==> src/ptss_pkg.sv <==
// Shared types and constants for the periodic task slot scheduler.
package ptss_pkg;

   // Most fire results that one process request may give.
   localparam int MaxResults = 8;
   localparam int KW = $clog2(MaxResults + 1);

   typedef enum logic [1:0] {
      ACT_START   = 2'd0,
      ACT_STOP    = 2'd1,
      ACT_PROCESS = 2'd2,
      ACT_UNKNOWN = 2'd3
   } action_type;

   typedef enum logic [1:0] {
      ST_OK        = 2'd0,
      ST_PARAM     = 2'd1,
      ST_FULL      = 2'd2,
      ST_NOT_FOUND = 2'd3
   } status_type;

   typedef enum logic [3:0] {
      S_IDLE,
      S_SCAN,
      S_CHECK,
      S_CATCH,
      S_REBASE,
      S_FIRE,
      S_CLAIM,
      S_REPLY,
      S_FLUSH
   } state_type;

   // One slot as held in the slot memory.
   typedef struct packed {
      logic [15:0] task_id;
      logic [31:0] period;
      logic [31:0] due;
   } slot_entry_type;

endpackage

==> src/periodic_task_slot_scheduler_top.sv <==
// Periodic task slot scheduler: slot pool, scan sequencer and result register.
// One item is in work at a time: a start or stop walks the slots, reading and comparing
// each active one; a process walks the slots and runs the catch-up steps for each due
// slot; a bad start or an unknown action goes straight to its reply. A stalled output
// holds the item until the result is taken.
// Synchronous reset clears the active bits, task_count, the sequencer and the output.
module periodic_task_slot_scheduler_top #(
   parameter int SLOT_COUNT    = 8,
   parameter int CATCHUP_LIMIT = 16
) (
   input  logic        clock,
   input  logic        reset,
   input  logic        req_tvalid,
   output logic        req_tready,
   input  logic [79:0] req_tdata,   // task_id[15:0], task_period[47:16], now_tick[79:48]
   input  logic [1:0]  req_tuser,   // action[1:0]
   output logic        rsp_tvalid,
   input  logic        rsp_tready,
   output logic [23:0] rsp_tdata,   // status[1:0], fired_task_id[17:2], zero[23:18]
   output logic        rsp_tuser,   // fired[0]
   output logic        rsp_tlast,
   input  logic        csr_wr_en,
   input  logic [15:0] csr_wr_data
);
   import ptss_pkg::*;

   localparam int IDX_W = (SLOT_COUNT > 1) ? $clog2(SLOT_COUNT) : 1;
   localparam int N_W   = $clog2(CATCHUP_LIMIT + 1);

   state_type         state_ff, state_in;
   action_type        act_ff, act_in;
   logic [15:0]       id_ff, id_in;
   logic [31:0]       per_ff, per_in;
   logic [31:0]       now_ff, now_in;
   logic [IDX_W-1:0]  idx_ff, idx_in;
   logic              free_vld_ff, free_vld_in;
   logic [IDX_W-1:0]  free_idx_ff, free_idx_in;
   logic [31:0]       due_ff, due_in;
   logic [N_W-1:0]    n_ff, n_in;
   logic [15:0]       fire_id_ff, fire_id_in;
   logic              pend_vld_ff, pend_vld_in;
   logic [15:0]       pend_id_ff, pend_id_in;
   logic [KW-1:0]     k_ff, k_in;
   status_type        reply_ff, reply_in;
   logic [SLOT_COUNT-1:0] active_ff, active_in;
   logic [15:0]       task_count_ff;

   logic              rsp_valid_ff, rsp_valid_in;
   status_type        rsp_status_ff, rsp_status_in;
   logic              rsp_fired_ff, rsp_fired_in;
   logic [15:0]       rsp_id_ff, rsp_id_in;
   logic              rsp_last_ff, rsp_last_in;

   slot_entry_type    rd_entry, wr_entry;
   logic [IDX_W-1:0]  wr_addr;
   logic              wr_en;

   logic [31:0]       add_a, add_sum, sub_b, lag;
   logic              reached;
   logic [N_W-1:0]    n_next;
   logic              out_free;
   logic              scan_done;
   logic              advance;
   logic              bad_start;
   action_type        req_act;

   // Slot contents: id, period and due tick of each slot.
   ptss_ram #(
      .WIDTH ($bits(slot_entry_type)),
      .DEPTH (SLOT_COUNT)
   ) u_slot_ram (
      .clock   (clock),
      .wr_en   (wr_en),
      .wr_addr (wr_addr),
      .wr_data (wr_entry),
      .rd_addr (idx_ff),
      .rd_data (rd_entry)
   );

   // Shared period adder and wrap-safe reached test.
   assign add_a   = (state_ff == S_REBASE || state_ff == S_CLAIM) ? now_ff : due_ff;
   assign add_sum = add_a + per_ff;
   assign sub_b   = (state_ff == S_CHECK) ? rd_entry.due : add_sum;
   assign lag     = now_ff - sub_b;
   assign reached = ~lag[31];
   assign n_next  = n_ff + N_W'(1);

   assign out_free  = ~rsp_valid_ff | rsp_tready;
   assign scan_done = (idx_ff == IDX_W'(SLOT_COUNT - 1));
   assign req_act   = action_type'(req_tuser);
   assign bad_start = (req_tdata[15:0] >= task_count_ff) || (req_tdata[47:16] == 32'd0)
                      || req_tdata[47];

   // Slot memory writes: a claim on start, the new due tick after a fire.
   assign wr_en   = (state_ff == S_CLAIM) || (state_ff == S_FIRE);
   assign wr_addr = (state_ff == S_CLAIM) ? free_idx_ff : idx_ff;
   always_comb begin
      wr_entry.period = per_ff;
      if (state_ff == S_CLAIM) begin
         wr_entry.task_id = id_ff;
         wr_entry.due     = add_sum;
      end else begin
         wr_entry.task_id = fire_id_ff;
         wr_entry.due     = due_ff;
      end
   end

   assign req_tready = (state_ff == S_IDLE);

   // Sequencer: next state and all working registers.
   always_comb begin
      state_in      = state_ff;
      act_in        = act_ff;
      id_in         = id_ff;
      per_in        = per_ff;
      now_in        = now_ff;
      idx_in        = idx_ff;
      free_vld_in   = free_vld_ff;
      free_idx_in   = free_idx_ff;
      due_in        = due_ff;
      n_in          = n_ff;
      fire_id_in    = fire_id_ff;
      pend_vld_in   = pend_vld_ff;
      pend_id_in    = pend_id_ff;
      k_in          = k_ff;
      reply_in      = reply_ff;
      active_in     = active_ff;
      rsp_valid_in  = rsp_valid_ff & ~rsp_tready;
      rsp_status_in = rsp_status_ff;
      rsp_fired_in  = rsp_fired_ff;
      rsp_id_in     = rsp_id_ff;
      rsp_last_in   = rsp_last_ff;
      advance       = 1'b0;

      case (state_ff)
         S_IDLE: begin
            if (req_tvalid) begin
               act_in      = req_act;
               id_in       = req_tdata[15:0];
               per_in      = req_tdata[47:16];
               now_in      = req_tdata[79:48];
               idx_in      = '0;
               free_vld_in = 1'b0;
               pend_vld_in = 1'b0;
               k_in        = '0;
               case (req_act)
                  ACT_START: begin
                     if (bad_start) begin
                        reply_in = ST_PARAM;
                        state_in = S_REPLY;
                     end else begin
                        state_in = S_SCAN;
                     end
                  end
                  ACT_STOP, ACT_PROCESS: state_in = S_SCAN;
                  default: begin
                     reply_in = ST_PARAM;
                     state_in = S_REPLY;
                  end
               endcase
            end
         end

         // Inactive slots are skipped; a start notes the first free one.
         S_SCAN: begin
            if (active_ff[idx_ff]) begin
               state_in = S_CHECK;
            end else begin
               if (act_ff == ACT_START && !free_vld_ff) begin
                  free_vld_in = 1'b1;
                  free_idx_in = idx_ff;
               end
               advance = 1'b1;
            end
         end

         // Slot data has arrived from the memory.
         S_CHECK: begin
            case (act_ff)
               ACT_START: begin
                  if (rd_entry.task_id == id_ff) begin
                     reply_in = ST_OK;
                     state_in = S_REPLY;
                  end else begin
                     advance = 1'b1;
                  end
               end
               ACT_STOP: begin
                  if (rd_entry.task_id == id_ff) begin
                     active_in[idx_ff] = 1'b0;
                     reply_in          = ST_OK;
                     state_in          = S_REPLY;
                  end else begin
                     advance = 1'b1;
                  end
               end
               default: begin
                  if (reached) begin
                     due_in     = rd_entry.due;
                     per_in     = rd_entry.period;
                     fire_id_in = rd_entry.task_id;
                     n_in       = '0;
                     state_in   = S_CATCH;
                  end else begin
                     advance = 1'b1;
                  end
               end
            endcase
         end

         // One period step per cycle until caught up or at the limit.
         S_CATCH: begin
            if (reached && (n_next < N_W'(CATCHUP_LIMIT))) begin
               due_in = add_sum;
               n_in   = n_next;
            end else if (reached) begin
               state_in = S_REBASE;
            end else begin
               due_in   = add_sum;
               state_in = S_FIRE;
            end
         end

         // Still behind after the catch-up limit: due becomes now plus period.
         S_REBASE: begin
            due_in   = add_sum;
            state_in = S_FIRE;
         end

         // The previous fire goes out so that the newest can carry the last flag.
         S_FIRE: begin
            if (!pend_vld_ff || out_free) begin
               if (pend_vld_ff) begin
                  rsp_valid_in  = 1'b1;
                  rsp_status_in = ST_OK;
                  rsp_fired_in  = 1'b1;
                  rsp_id_in     = pend_id_ff;
                  rsp_last_in   = 1'b0;
               end
               pend_vld_in = 1'b1;
               pend_id_in  = fire_id_ff;
               k_in        = k_ff + KW'(1);
               if (k_in == KW'(MaxResults)) begin
                  state_in = S_FLUSH;
               end else begin
                  advance = 1'b1;
               end
            end
         end

         S_CLAIM: begin
            active_in[free_idx_ff] = 1'b1;
            reply_in               = ST_OK;
            state_in               = S_REPLY;
         end

         S_REPLY: begin
            if (out_free) begin
               rsp_valid_in  = 1'b1;
               rsp_status_in = reply_ff;
               rsp_fired_in  = 1'b0;
               rsp_id_in     = '0;
               rsp_last_in   = 1'b1;
               state_in      = S_IDLE;
            end
         end

         S_FLUSH: begin
            if (!pend_vld_ff) begin
               state_in = S_IDLE;
            end else if (out_free) begin
               rsp_valid_in  = 1'b1;
               rsp_status_in = ST_OK;
               rsp_fired_in  = 1'b1;
               rsp_id_in     = pend_id_ff;
               rsp_last_in   = 1'b1;
               pend_vld_in   = 1'b0;
               state_in      = S_IDLE;
            end
         end

         default: state_in = S_IDLE;
      endcase

      // Move to the next slot, or close the scan.
      if (advance) begin
         if (scan_done) begin
            case (act_ff)
               ACT_START: begin
                  if (free_vld_in) begin
                     state_in = S_CLAIM;
                  end else begin
                     reply_in = ST_FULL;
                     state_in = S_REPLY;
                  end
               end
               ACT_STOP: begin
                  reply_in = ST_NOT_FOUND;
                  state_in = S_REPLY;
               end
               default: state_in = S_FLUSH;
            endcase
         end else begin
            idx_in   = idx_ff + IDX_W'(1);
            state_in = S_SCAN;
         end
      end
   end

   // Control registers.
   always_ff @(posedge clock) begin
      if (reset) begin
         state_ff      <= S_IDLE;
         active_ff     <= '0;
         task_count_ff <= '0;
         rsp_valid_ff  <= 1'b0;
         pend_vld_ff   <= 1'b0;
         free_vld_ff   <= 1'b0;
         k_ff          <= '0;
      end else begin
         state_ff     <= state_in;
         active_ff    <= active_in;
         rsp_valid_ff <= rsp_valid_in;
         pend_vld_ff  <= pend_vld_in;
         free_vld_ff  <= free_vld_in;
         k_ff         <= k_in;
         if (csr_wr_en) begin
            task_count_ff <= csr_wr_data;
         end
      end
   end

   // Payload registers.
   always_ff @(posedge clock) begin
      act_ff        <= act_in;
      id_ff         <= id_in;
      per_ff        <= per_in;
      now_ff        <= now_in;
      idx_ff        <= idx_in;
      free_idx_ff   <= free_idx_in;
      due_ff        <= due_in;
      n_ff          <= n_in;
      fire_id_ff    <= fire_id_in;
      pend_id_ff    <= pend_id_in;
      reply_ff      <= reply_in;
      rsp_status_ff <= rsp_status_in;
      rsp_fired_ff  <= rsp_fired_in;
      rsp_id_ff     <= rsp_id_in;
      rsp_last_ff   <= rsp_last_in;
   end

   assign rsp_tvalid = rsp_valid_ff;
   assign rsp_tdata  = {6'd0, rsp_id_ff, rsp_status_ff};
   assign rsp_tuser  = rsp_fired_ff;
   assign rsp_tlast  = rsp_last_ff;

`ifndef SYNTH
   // A fire result always reports success.
   a_fire_ok: assert property (@(posedge clock) disable iff (reset)
      rsp_tvalid && rsp_tuser |-> rsp_tdata[1:0] == ST_OK)
      else $error("fire result with a failure status");

   // A status-only result is always the single result of its item.
   a_status_last: assert property (@(posedge clock) disable iff (reset)
      rsp_tvalid && !rsp_tuser |-> rsp_tlast)
      else $error("status result without last");

   // The fire count of one process request stays within the result limit.
   a_fire_count: assert property (@(posedge clock) disable iff (reset)
      k_ff <= KW'(MaxResults))
      else $error("too many fire results for one process request");

   // The catch-up loop never runs past its limit.
   a_catch_limit: assert property (@(posedge clock) disable iff (reset)
      state_ff == S_CATCH |-> n_ff < N_W'(CATCHUP_LIMIT))
      else $error("catch-up count past its limit");
`endif

endmodule

==> src/ptss_ram.sv <==
// Generic single-write, single-read RAM with registered read data.
module ptss_ram #(
   parameter int WIDTH = 8,
   parameter int DEPTH = 8,
   localparam int AW = (DEPTH > 1) ? $clog2(DEPTH) : 1
) (
   input  logic             clock,
   input  logic             wr_en,
   input  logic [AW-1:0]    wr_addr,
   input  logic [WIDTH-1:0] wr_data,
   input  logic [AW-1:0]    rd_addr,
   output logic [WIDTH-1:0] rd_data
);

   logic [WIDTH-1:0] mem_ff [DEPTH];
   logic [WIDTH-1:0] rd_data_ff;

   // Write port and registered read port.
   always_ff @(posedge clock) begin
      if (wr_en) begin
         mem_ff[wr_addr] <= wr_data;
      end
      rd_data_ff <= mem_ff[rd_addr];
   end

   assign rd_data = rd_data_ff;

endmodule
==> config.mk <==
export PLATFORM = sky130hd
export DESIGN_NAME = periodic_task_slot_scheduler_top
export DESIGN_NICKNAME = d
export VERILOG_FILES = /design/src/ptss_pkg.sv /design/src/periodic_task_slot_scheduler_top.sv /design/src/ptss_ram.sv
export SDC_FILE = /design/constraint.sdc
export NUM_CORES = 1
export LEC_CHECK = 0
export CAP_MARGIN = 25
export CORE_AREA = 2 2 280 282
export DETAILED_ROUTE_END_ITERATION = 8
export DIE_AREA = 0 0 282 284
export DONT_BUFFER_PORTS = 1
export SLEW_MARGIN = 20
export SYNTH_ARGS = -nofsm -noshare
export SYNTH_HDL_FRONTEND = slang
export SYNTH_HIERARCHICAL = 1
export SYNTH_SLANG_ARGS = --single-unit
==> constraint.sdc <==
create_clock -name clock -period 9.69 [get_ports clock]
set_clock_uncertainty 0.1 [all_clocks]
set_input_delay 0.4845 -clock clock [delete_from_list [all_inputs] [get_ports clock]]
set_output_delay 0.4845 -clock clock [all_outputs]
set_load 0.02 [all_outputs]
==> results of run 1 <==
-- report_power, final --
| group | total [mW] | internal, mW | leakage (nW) | switching (mW) |
|---|---|---|---|---|
| sequential | 6.02 | 5.43 | 8.36 | 0.585 |
| clock | 3.78 | 2.24 | 1.60 | 1.54 |
| combinational | 5.04 | 2.12 | 4.88 | 2.92 |
-- registers in the layout, indices dropped and copies added (netlist names), 5 cells and up --
register	cells
fire_id_ff	16
active_ff	8
rsp_id_ff	16
n_ff	5
u_slot_ram/mem_ff	640
per_ff	32
now_ff	32
task_count_ff	16
id_ff	16
pend_id_ff	16
u_slot_ram/rd_data	80
due_ff	32
-- kinds of logic after synthesis --
family	share of synthesized area, %
AND/OR/NAND/NOR	5.103
other	0.009835
XOR/XNOR	1.217
buffers and inverters	1.769
multiplexers	14.06
AO/OA/AOI/OAI	4.653
flip-flops	70.41
adder cells (fa/ha/maj)	2.776
-- synthesized netlist by cell type (20+ instances only) --
| cell | number | area share [%] |
|---|---|---|
| a21oi_1 | 86 | 1.1 |
| and2_1 | 20 | 0.33 |
| clkbuf_1 | 62 | 0.61 |
| dfxtp_1 | 120 | 6.3 |
| edfxtp_1 | 814 | 64 |
| ha_1 | 83 | 2.7 |
| inv_1 | 42 | 0.41 |
| mux2_2 | 134 | 4.0 |
| mux2i_1 | 25 | 0.66 |
| mux4_2 | 160 | 9.5 |
| nand2_1 | 219 | 2.2 |
| nor2_1 | 98 | 0.96 |
| o21ai_0 | 95 | 1.2 |
| xor2_1 | 35 | 0.80 |
-- cells in the final DEF, fill, tap and decap left out, types with 7 or more instances in the layout --
cell type      synthesis  layout
clkinv_1               0      16
a21o_1                18      18
mux2i_1               25      25
xor2_1                35      35
o21a_1                12      12
a21oi_1               86      86
nor2b_1               11      11
nand2b_1              12      12
o31ai_1                7       7
nand4_1               13      13
clkinv_2               0      19
nor2_1                98      90
clkbuf_16              0      98
mux2_2               134     134
ha_1                  83      83
xnor2_1               18      18
a211oi_1              14      14
edfxtp_1             814     814
a31oi_1                7       7
bufinv_16              0      12
nor3_1                10       8
inv_1                 42      41
nor2_4                 0       7
nand3_1               17      17
nor4_1                15      15
clkbuf_8               0       8
dlygate4sd3_1          0     116
o21ai_0               95      95
dfxtp_1              120     117
mux4_2               160     160
clkbuf_1              62      15
buf_4                  6      30
and2_1                20      20
nand2_1              219     216
-- critical path, cell delays in order, from the launching register on --
cell and delay [ns]:
dfxtp_1 0.47, inv_1 0.17, nor3_4 0.13, buf_4 0.47, mux2_2 0.39, ha_1 0.19
inv_1 0.07, fa_1 0.20, nor2b_1 0.05, o21ai_0 0.23, a21boi_1 0.16, o21a_1 0.26
a211oi_1 0.37, o2111ai_1 0.31, o31a_1 0.37, a21oi_1 0.17, xor2_1 0.25, o21a_1 0.15
ha_1 0.24, a21o_1 0.18, a21o_1 0.17, a221oi_1 0.59, mux2_2 0.41, nor3_2 0.34
xnor2_1 0.26, o21a_1 0.26, nor2_4 0.58, buf_4 0.36
-- final timing paths --
path,endpoint,slack [ns]
setup reg to reg,per_ff[25],1.46
setup / recovery,per_ff[25],1.46
hold / removal,rsp_tvalid,0.09
hold reg to reg,pend_id_ff[15],0.34
-- per-stage QoR --
stage | utilization (%) | power [mW] | worst slack (ns)
2_1_floorplan | - | 9.571 | 1.497
3_3_place_gp | 51.03 | 10.90 | 1.678
3_5_place_dp | 51.03 | 11.02 | 1.464
4_1_cts | 56.82 | 14.89 | 1.426
5_1_grt | 56.99 | 15.68 | 0.9350
6_report | 56.99 | 14.84 | 1.459
-- cell type report --
class                           instances  area (um^2)  share of cell area, %
Antenna cell                            1        2.502               0.005705
Tap cell                             1040         1301                  2.967
Multi-Input combinational cell       1190        10710                  24.42
Clock buffer                          121         2619                  5.971
Timing Repair Buffer                  156         1562                  3.560
Sequential cell                       934        26860                  61.23
Inverter                               42        157.7                 0.3594
Clock inverter                         61        649.4                  1.481
-- metal layers --
| metal | up-vias | global-route usage (%) | wire length (um) |
|---|---|---|---|
| met4 | 8 | 6.410 | 2167 |
| met2 | 630 | 35.84 | 42630 |
| met5 | - | 0 | 50 |
| met3 | 147 | 4.619 | 5996 |
| met1 | 10710 | 31.27 | 38190 |
| li1 | 9128 | - | - |
==> flow_metrics.env, run 1 <==
export IMPL_antenna_found_initial=8
export IMPL_r2r_start="state_ff[2]"
export IMPL_place_inst=3237
export IMPL_cap_violations=0
export IMPL_port_buffers=0
export IMPL_synth_distinct_cells=69
export IMPL_grt_max_degree=168
export IMPL_cts_tree="done"
export IMPL_ir_drop_mv=0.2349
export IMPL_layout_cells_non_filler=3545
export IMPL_rsz0062_at_grt="false"
export IMPL_final_nets=2608
export IMPL_fill_cells=5847
export IMPL_setup_worst_path_start="state_ff[2]"
export IMPL_die_w_um=282
export IMPL_synthFlopType="edfxtp_1"
export IMPL_min_path_type="input pin to register"
export IMPL_syn_instance_count=2263
export IMPL_reg2regPathDepth=27
export IMPL_crit_arrival_ns=8.47
export IMPL_die_y_um=284
export IMPL_worstSetupPathType="register to register"
export IMPL_root_buffer="clkbuf_16"
export IMPL_start_util_pct=49.55
export IMPL_rows=102
export IMPL_fin_area_um2=43860
export IMPL_syn2layout_area_growth_pct=15.03
export IMPL_drc_errors=0
export IMPL_cts_path_max_buffers=3
export IMPL_path_clk_slew_ns=0.06
export IMPL_finalSetupViolations=0
export IMPL_required_ns=9.93
export IMPL_drt_wl_total_um=89030
export IMPL_cts_sinks=934
export IMPL_worst_path_max_fanout=33
export IMPL_critPathLaunchType="register"
export IMPL_io_pins=131
export IMPL_vias=20620
export IMPL_hold_viol=0
export IMPL_timing_hold_ws_ns=0.08590
export IMPL_synth_edff_count=814
export IMPL_fin_setup_tns_ns=0
export IMPL_synthArstFlopShare_pct=0
export IMPL_ant_nets=0
export IMPL_track_usage_pct=22.43
export IMPL_status="finished clean"
export IMPL_h_tree_depth=3
export IMPL_tightest_slew_ns=1.182
export IMPL_yosys_warnings=6
export IMPL_p_leak_nw=14.84
export IMPL_dr_pass1_iters=5
export IMPL_fin_crit_ns=8.231
export IMPL_avgSynthCellArea_um2=16.85
export IMPL_ctsResizeCount=0
export IMPL_hp_start="rsp_tready"
export IMPL_ys_seq_area_share_pct=70.41
export IMPL_vias_per_cell=5.816
export IMPL_cts_buffers=97
export IMPL_place_congestion=0.8675
export IMPL_syn_area_um2=38130
export IMPL_slew_headroom_pct=21.20
export IMPL_first_global_vias=20870
export IMPL_synth_seq_cells=934
export IMPL_max_freq_ghz=0.1215
export IMPL_grt_pass1_wl_um=132300
export IMPL_min_path_cells=2
export IMPL_postCtsSetupBuffers=0
export IMPL_insertion_delay_ns=0.66
export IMPL_wire_per_inst_um=25.12
export IMPL_dp_hpwl_um=52100
export IMPL_endpoint_kind="register"
export IMPL_drv_slew=0
export IMPL_p_per_area_nw_per_um2=338.4
export IMPL_dpl_cell_area_um2=39270
export IMPL_first_iter_violations=1799
export IMPL_dieArea_um2=80090
export IMPL_min_period_over_period_pct=84.94
export IMPL_final_layout_size_suffix_gt1_share_pct=20.49
export IMPL_grt_overflow_total=0
export IMPL_hold_buffers=117
export IMPL_core_area_um2=76960
No activity file was read; power rests on OpenSTA's default activity.
==> run 2: changes to the inputs <==
- clock period: 9.69 -> 7.8 ns (I/O delays scaled with it)
==> run 2 against run 1 <==
Worst hold slack gained 0.017 ns. Count of clock-buffer cells in the layout grew 9. Non-clock buffer count grew 8. Via count shrank 0.96%. Register-to-register slack lost 1.0 ns. Global-route usage shrank 0.31 points. Wire length shrank 1.3%. Largest power group unchanged.
==> flow_metrics.env, run 2 (same netlist as run 1, synthesis figures left out) <==
export IMPL_h_tree_depth=3
export IMPL_grt_pass1_wl_um=131500
export IMPL_start_util_pct=49.55
export IMPL_crit_arrival_ns=7.61
export IMPL_vias_per_cell=5.741
export IMPL_wire_per_inst_um=24.71
export IMPL_place_ws_ns=0.1785
export IMPL_finalSetupViolations=0
export IMPL_p_sw_mw=6.294
export IMPL_dieArea_um2=80090
export IMPL_required_ns=8.03
export IMPL_die_w_um=282
export IMPL_rsz0062_at_grt="false"
export IMPL_fill_cells=5850
export IMPL_final_layout_size_suffix_gt1_share_pct=20.30
export IMPL_root_buffer="clkbuf_16"
export IMPL_critPathMaxStageDelay_ns=0.46
export IMPL_final_cell_mix="edfxtp_1 (814), nand2_1 (216), mux4_2 (160), mux2_2 (134), dlygate4sd3_1 (120)"
export IMPL_grt_max_degree=70
export IMPL_fin_crit_ns=7.380
export IMPL_drt_wl_total_um=87900
export IMPL_largest_register="u_slot_ram/mem_ff"
export IMPL_max_freq_ghz=0.1355
export IMPL_p_leak_nw=14.83
export IMPL_path_clk_slew_ns=0.06
export IMPL_critPathTopFamily="compound AO/OA/AOI/OAI gates"
export IMPL_switching_share_pct=34.43
export IMPL_syn2layout_area_growth_pct=14.99
export IMPL_antenna_found_initial=6
export IMPL_cts_buffers=96
export IMPL_core_area_um2=76960
export IMPL_rows=102
export IMPL_ant_nets=0
export IMPL_worst_path_max_fanout=32
export IMPL_fin_setup_tns_ns=0
export IMPL_track_usage_pct=22.12
export IMPL_final_common_cell="edfxtp_1"
export IMPL_worst_slack_ns=0.4204
export IMPL_hold_viol=0
export IMPL_min_period_over_period_pct=94.61
export IMPL_drv_slew=0
export IMPL_min_path_type="input pin to register"
export IMPL_vias=20420
export IMPL_die_y_um=284
export IMPL_insertion_delay_ns=0.66
export IMPL_place_congestion=0.8498
export IMPL_p_per_area_nw_per_um2=416.9
export IMPL_first_iter_violations=1687
export IMPL_cap_violations=0
export IMPL_tightest_slew_ns=1.049
export IMPL_io_pins=131
export IMPL_port_buffers=0
export IMPL_status="finished clean"
export IMPL_ir_drop_mv=0.2481
export IMPL_p_int_mw=11.99
export IMPL_cts_path_max_buffers=3
export IMPL_endpoint_kind="register"
export IMPL_critPathMostFrequentCell="o21a_1"
export IMPL_critPathLaunchType="register"
export IMPL_slew_headroom_pct=30.06
export IMPL_cts_tree="done"
export IMPL_largest_register_ffs=640
export IMPL_power_share_combinational_pct=34.5
export IMPL_final_nets=2615
export IMPL_slowest_stage="dfxtp_1"
export IMPL_first_global_vias=20880
export IMPL_clkPwrFrac_pct=24.5
export IMPL_cp_buffers_inverters=3
export IMPL_cts_sinks=934
export IMPL_dp_hpwl_um=51660
export IMPL_worstSetupPathType="register to register"
export IMPL_drc_errors=0
export IMPL_grt_overflow_total=0
export IMPL_dr_pass1_iters=6
export IMPL_pwr_share_seq_pct=41.1
run 2: path summary, 6_finish.rpt:
check | start | end | slack [ns] | cells past startpoint
worst max-delay path | state_ff[2] | due_ff[24] | 0.42 | 25
worst min register to register | fire_id_ff[8] | pend_id_ff[8] | 0.34 | 0
worst min-delay path | req_tvalid | state_ff[0] | 0.10 | 4
worst max register to register | state_ff[2] | due_ff[24] | 0.42 | 25
run 2: layout make-up:
type	instances	area, um^2	area share, %
sequential	934	26860	61.26
multi-input combinational	1190	10760	24.53
clock buffer	130	2610	5.953
timing repair buffer	164	1653	3.770
tap	1040	1301	2.968
clock inverter	52	495.5	1.130
inverter	42	157.7	0.3596
antenna	5	12.51	0.02854
run 2: power by group through the flow:
stage                     combinational, mW  clock, mW  sequential [mW]
after CTS                              6.21       4.57             7.51
after global placement                 6.00          0             7.58
after detailed placement               6.10          0             7.61
final                                  6.30       4.47             7.51
after global routing                   7.00       4.76             7.59
after floorplan                        4.76          0             7.13
run 2: repair_timing:
item / 4_1_cts / 5_1_grt
resized for setup: 0 / 5
endpoints found under the hold margin: 118 / 0
setup buffers: 0 / 3
hold buffers: 121 / 0
endpoints found under the setup margin: 0 / 89
run 2: worst min-delay path, delay by kind of cell:
family	cells	cell delay, ns
compound gates	2	0.16
simple gates	2	0.25
run 2: stage by stage:
step,power [mW],instance area [um^2],utilization [%],hold slack [ns],instances
2_1_floorplan,11.89,38160,-,0.3063,2268
3_3_place_gp,13.58,39350,51.13,0.3253,3240
3_5_place_dp,13.71,39360,51.14,0.3293,3241
4_1_cts,18.30,43680,56.77,0.03567,3544
5_1_grt,19.35,43840,56.97,0.06724,3556
6_report,18.28,43840,56.97,0.1026,3557
run 2: routing by layer:
layer | wire length [um] | global-route usage [%] | share of wire [%]
met1 | 39740 | 32.47 | 45
met3 | 4337 | 3.186 | 4.9
met5 | 0 | 0 | 0
met2 | 42220 | 34.88 | 48
met4 | 1596 | 5.785 | 1.8
==> run 3: changes to the inputs <==
- CORE_AREA: 2 2 280 282 -> 2 2 298 300
- CTS_BUF_LIST: default -> sky130_fd_sc_hd__clkbuf_8
- DIE_AREA: 0 0 282 284 -> 0 0 300 302
==> run 3 against run 2 <==
Power is 3.0% lower. Highest routed layer unchanged. Sequential power down 0.8%. Largest power group unchanged. Core utilization decreased by 7.1 points.
==> flow_metrics.env, run 3 (same netlist as run 1, synthesis figures left out) <==
export IMPL_tightest_slew_ns=1.027
export IMPL_p_leak_nw=14.95
export IMPL_ir_drop_mv=0.2639
export IMPL_grt_max_degree=157
export IMPL_antenna_found_initial=2
export IMPL_grt_overflow_total=0
export IMPL_final_layout_size_suffix_gt1_share_pct=21.51
export IMPL_first_iter_violations=1613
export IMPL_dp_hpwl_um=53270
export IMPL_clkPwrFrac_pct=22.2
export IMPL_fin_setup_tns_ns=0
export IMPL_r2r_start="state_ff[2]"
export IMPL_status="finished clean"
export IMPL_required_ns=8.17
export IMPL_h_tree_depth=4
export IMPL_hp_start="req_tdata[49]"
export IMPL_fin_crit_ns=7.182
export IMPL_worstSetupPathType="register to register"
export IMPL_track_usage_pct=19.78
export IMPL_grt_pass1_wl_um=132800
export IMPL_rows=109
export IMPL_switching_share_pct=35.60
export IMPL_cap_violations=0
export IMPL_ant_nets=0
export IMPL_rsz0062_at_grt="false"
export IMPL_dieArea_um2=90600
export IMPL_io_pins=131
export IMPL_dr_pass1_iters=6
export IMPL_vias=20660
export IMPL_port_buffers=0
export IMPL_regToRegSetupSlack_ns=0.62
export IMPL_slowest_stage="dfxtp_1"
export IMPL_hold_viol=0
export IMPL_critPathMaxStageDelay_ns=0.47
export IMPL_drt_wl_total_um=88810
export IMPL_endpoint_kind="register"
export IMPL_critPathLaunchType="register"
export IMPL_die_y_um=302
export IMPL_first_global_vias=21530
export IMPL_pwr_share_seq_pct=42.0
export IMPL_start_util_pct=43.55
export IMPL_place_congestion=0.8675
export IMPL_min_path_cells=1
export IMPL_worst_path_max_fanout=32
export IMPL_min_period_over_period_pct=92.08
export IMPL_routedLengthMet1_um=39610
export IMPL_wl_met3_um=4504
export IMPL_cts_sinks=934
export IMPL_cts_tree="done"
export IMPL_syn2layout_area_growth_pct=14.51
export IMPL_finalSetupViolations=0
export IMPL_p_int_mw=11.42
export IMPL_largest_register="u_slot_ram/mem_ff"
export IMPL_path_clk_slew_ns=0.06
export IMPL_p_per_area_nw_per_um2=406.0
export IMPL_final_common_cell="edfxtp_1"
export IMPL_core_area_um2=87560
export IMPL_dr_max_layer_used="met4"
export IMPL_drc_errors=0
export IMPL_vias_per_cell=5.478
export IMPL_root_buffer="clkbuf_8"
export IMPL_wire_per_inst_um=23.55
export IMPL_drv_slew=0
export IMPL_p_sw_mw=6.311
export IMPL_power_total_mw=17.73
export IMPL_reg2regPathDepth=26
export IMPL_routed_wl_met2_um=42780
export IMPL_final_nets=2663
export IMPL_cts_buffers=150
export IMPL_final_cell_mix="edfxtp_1 (814), nand2_1 (216), clkbuf_8 (166), mux4_2 (160), mux2_2 (134)"
export IMPL_final_util_pct=49.87
export IMPL_cts_path_max_buffers=3
export IMPL_die_w_um=300
export IMPL_rr_endpoint="due_ff[19]"
export IMPL_min_path_type="input pin to register"
export IMPL_slew_headroom_pct=31.54
export IMPL_max_freq_ghz=0.1392
export IMPL_insertion_delay_ns=0.81
export IMPL_hold_end="now_ff[1]"
export IMPL_crit_arrival_ns=7.56
export IMPL_largest_register_ffs=640
export IMPL_power_share_combinational_pct=35.8
run 3: power groups by stage:
stage / sequential [mW] / clock [mW] / combinational, mW
after floorplan: 7.13 / 0 / 4.76
after global routing: 7.52 / 4.24 / 7.04
after CTS: 7.45 / 4.03 / 6.32
after detailed placement: 7.54 / 0 / 6.21
final: 7.45 / 3.93 / 6.35
after global placement: 7.51 / 0 / 6.07
run 3: repair_timing:
action | 4_1_cts | 5_1_grt
hold endpoints to repair | 124 | 0
setup buffers | 0 | 3
resized for setup | 0 | 3
hold buffers | 119 | 0
endpoints found under the setup margin | 0 | 88
run 3: through the flow:
stage | std cells | hold slack, ns | cell area, um^2 | worst slack (ns)
floorplan | 2268 | 0.3063 | 38160 | 0.1306
global placement | 3365 | 0.3253 | 39500 | 0.3968
detailed placement | 3366 | 0.3311 | 39530 | 0.1119
CTS | 3765 | 0.01301 | 43580 | 0.1115
global route | 3771 | 0.05138 | 43660 | 0.04736
finish | 3772 | 0.1080 | 43660 | 0.6181
run 3: final cells by class:
class,count,area (um^2)
timing repair buffer,158,1590
sequential,934,26860
clock buffer,166,2285
clock inverter,114,561.8
antenna,3,7.507
multi-input combinational,1190,10740
tap,1165,1458
inverter,42,157.7
fill,7325,43900
run 3: worst max path at each step:
stage	endpoint	slack, ns	from
detailed placement	n_ff[3]	0.11	state_ff[2]
finish	due_ff[19]	0.62	state_ff[2]
floorplan	per_ff[0]	0.13	state_ff[0]
global route	due_ff[20]	0.05	state_ff[2]
CTS	n_ff[3]	0.11	state_ff[2]
global placement	due_ff[22]	0.40	state_ff[2]
run 3: routing by layer:
layer,global-route usage [%],vias to the layer above
li1,-,9283
met1,26.83,10670
met2,32.65,588
met3,3.778,120
met4,5.845,0
met5,0,-
run 3: critical path: cells and delay by family, from the launching register on:
family / cells / cell delay, ns
XOR/XNOR: 2 / 0.45
flip-flops: 1 / 0.47
multiplexers: 2 / 0.75
AO/OA/AOI/OAI: 13 / 3.13
AND/OR/NAND/NOR: 3 / 0.71
buffers and inverters: 4 / 0.66
adder cells (fa/ha/maj): 2 / 0.56
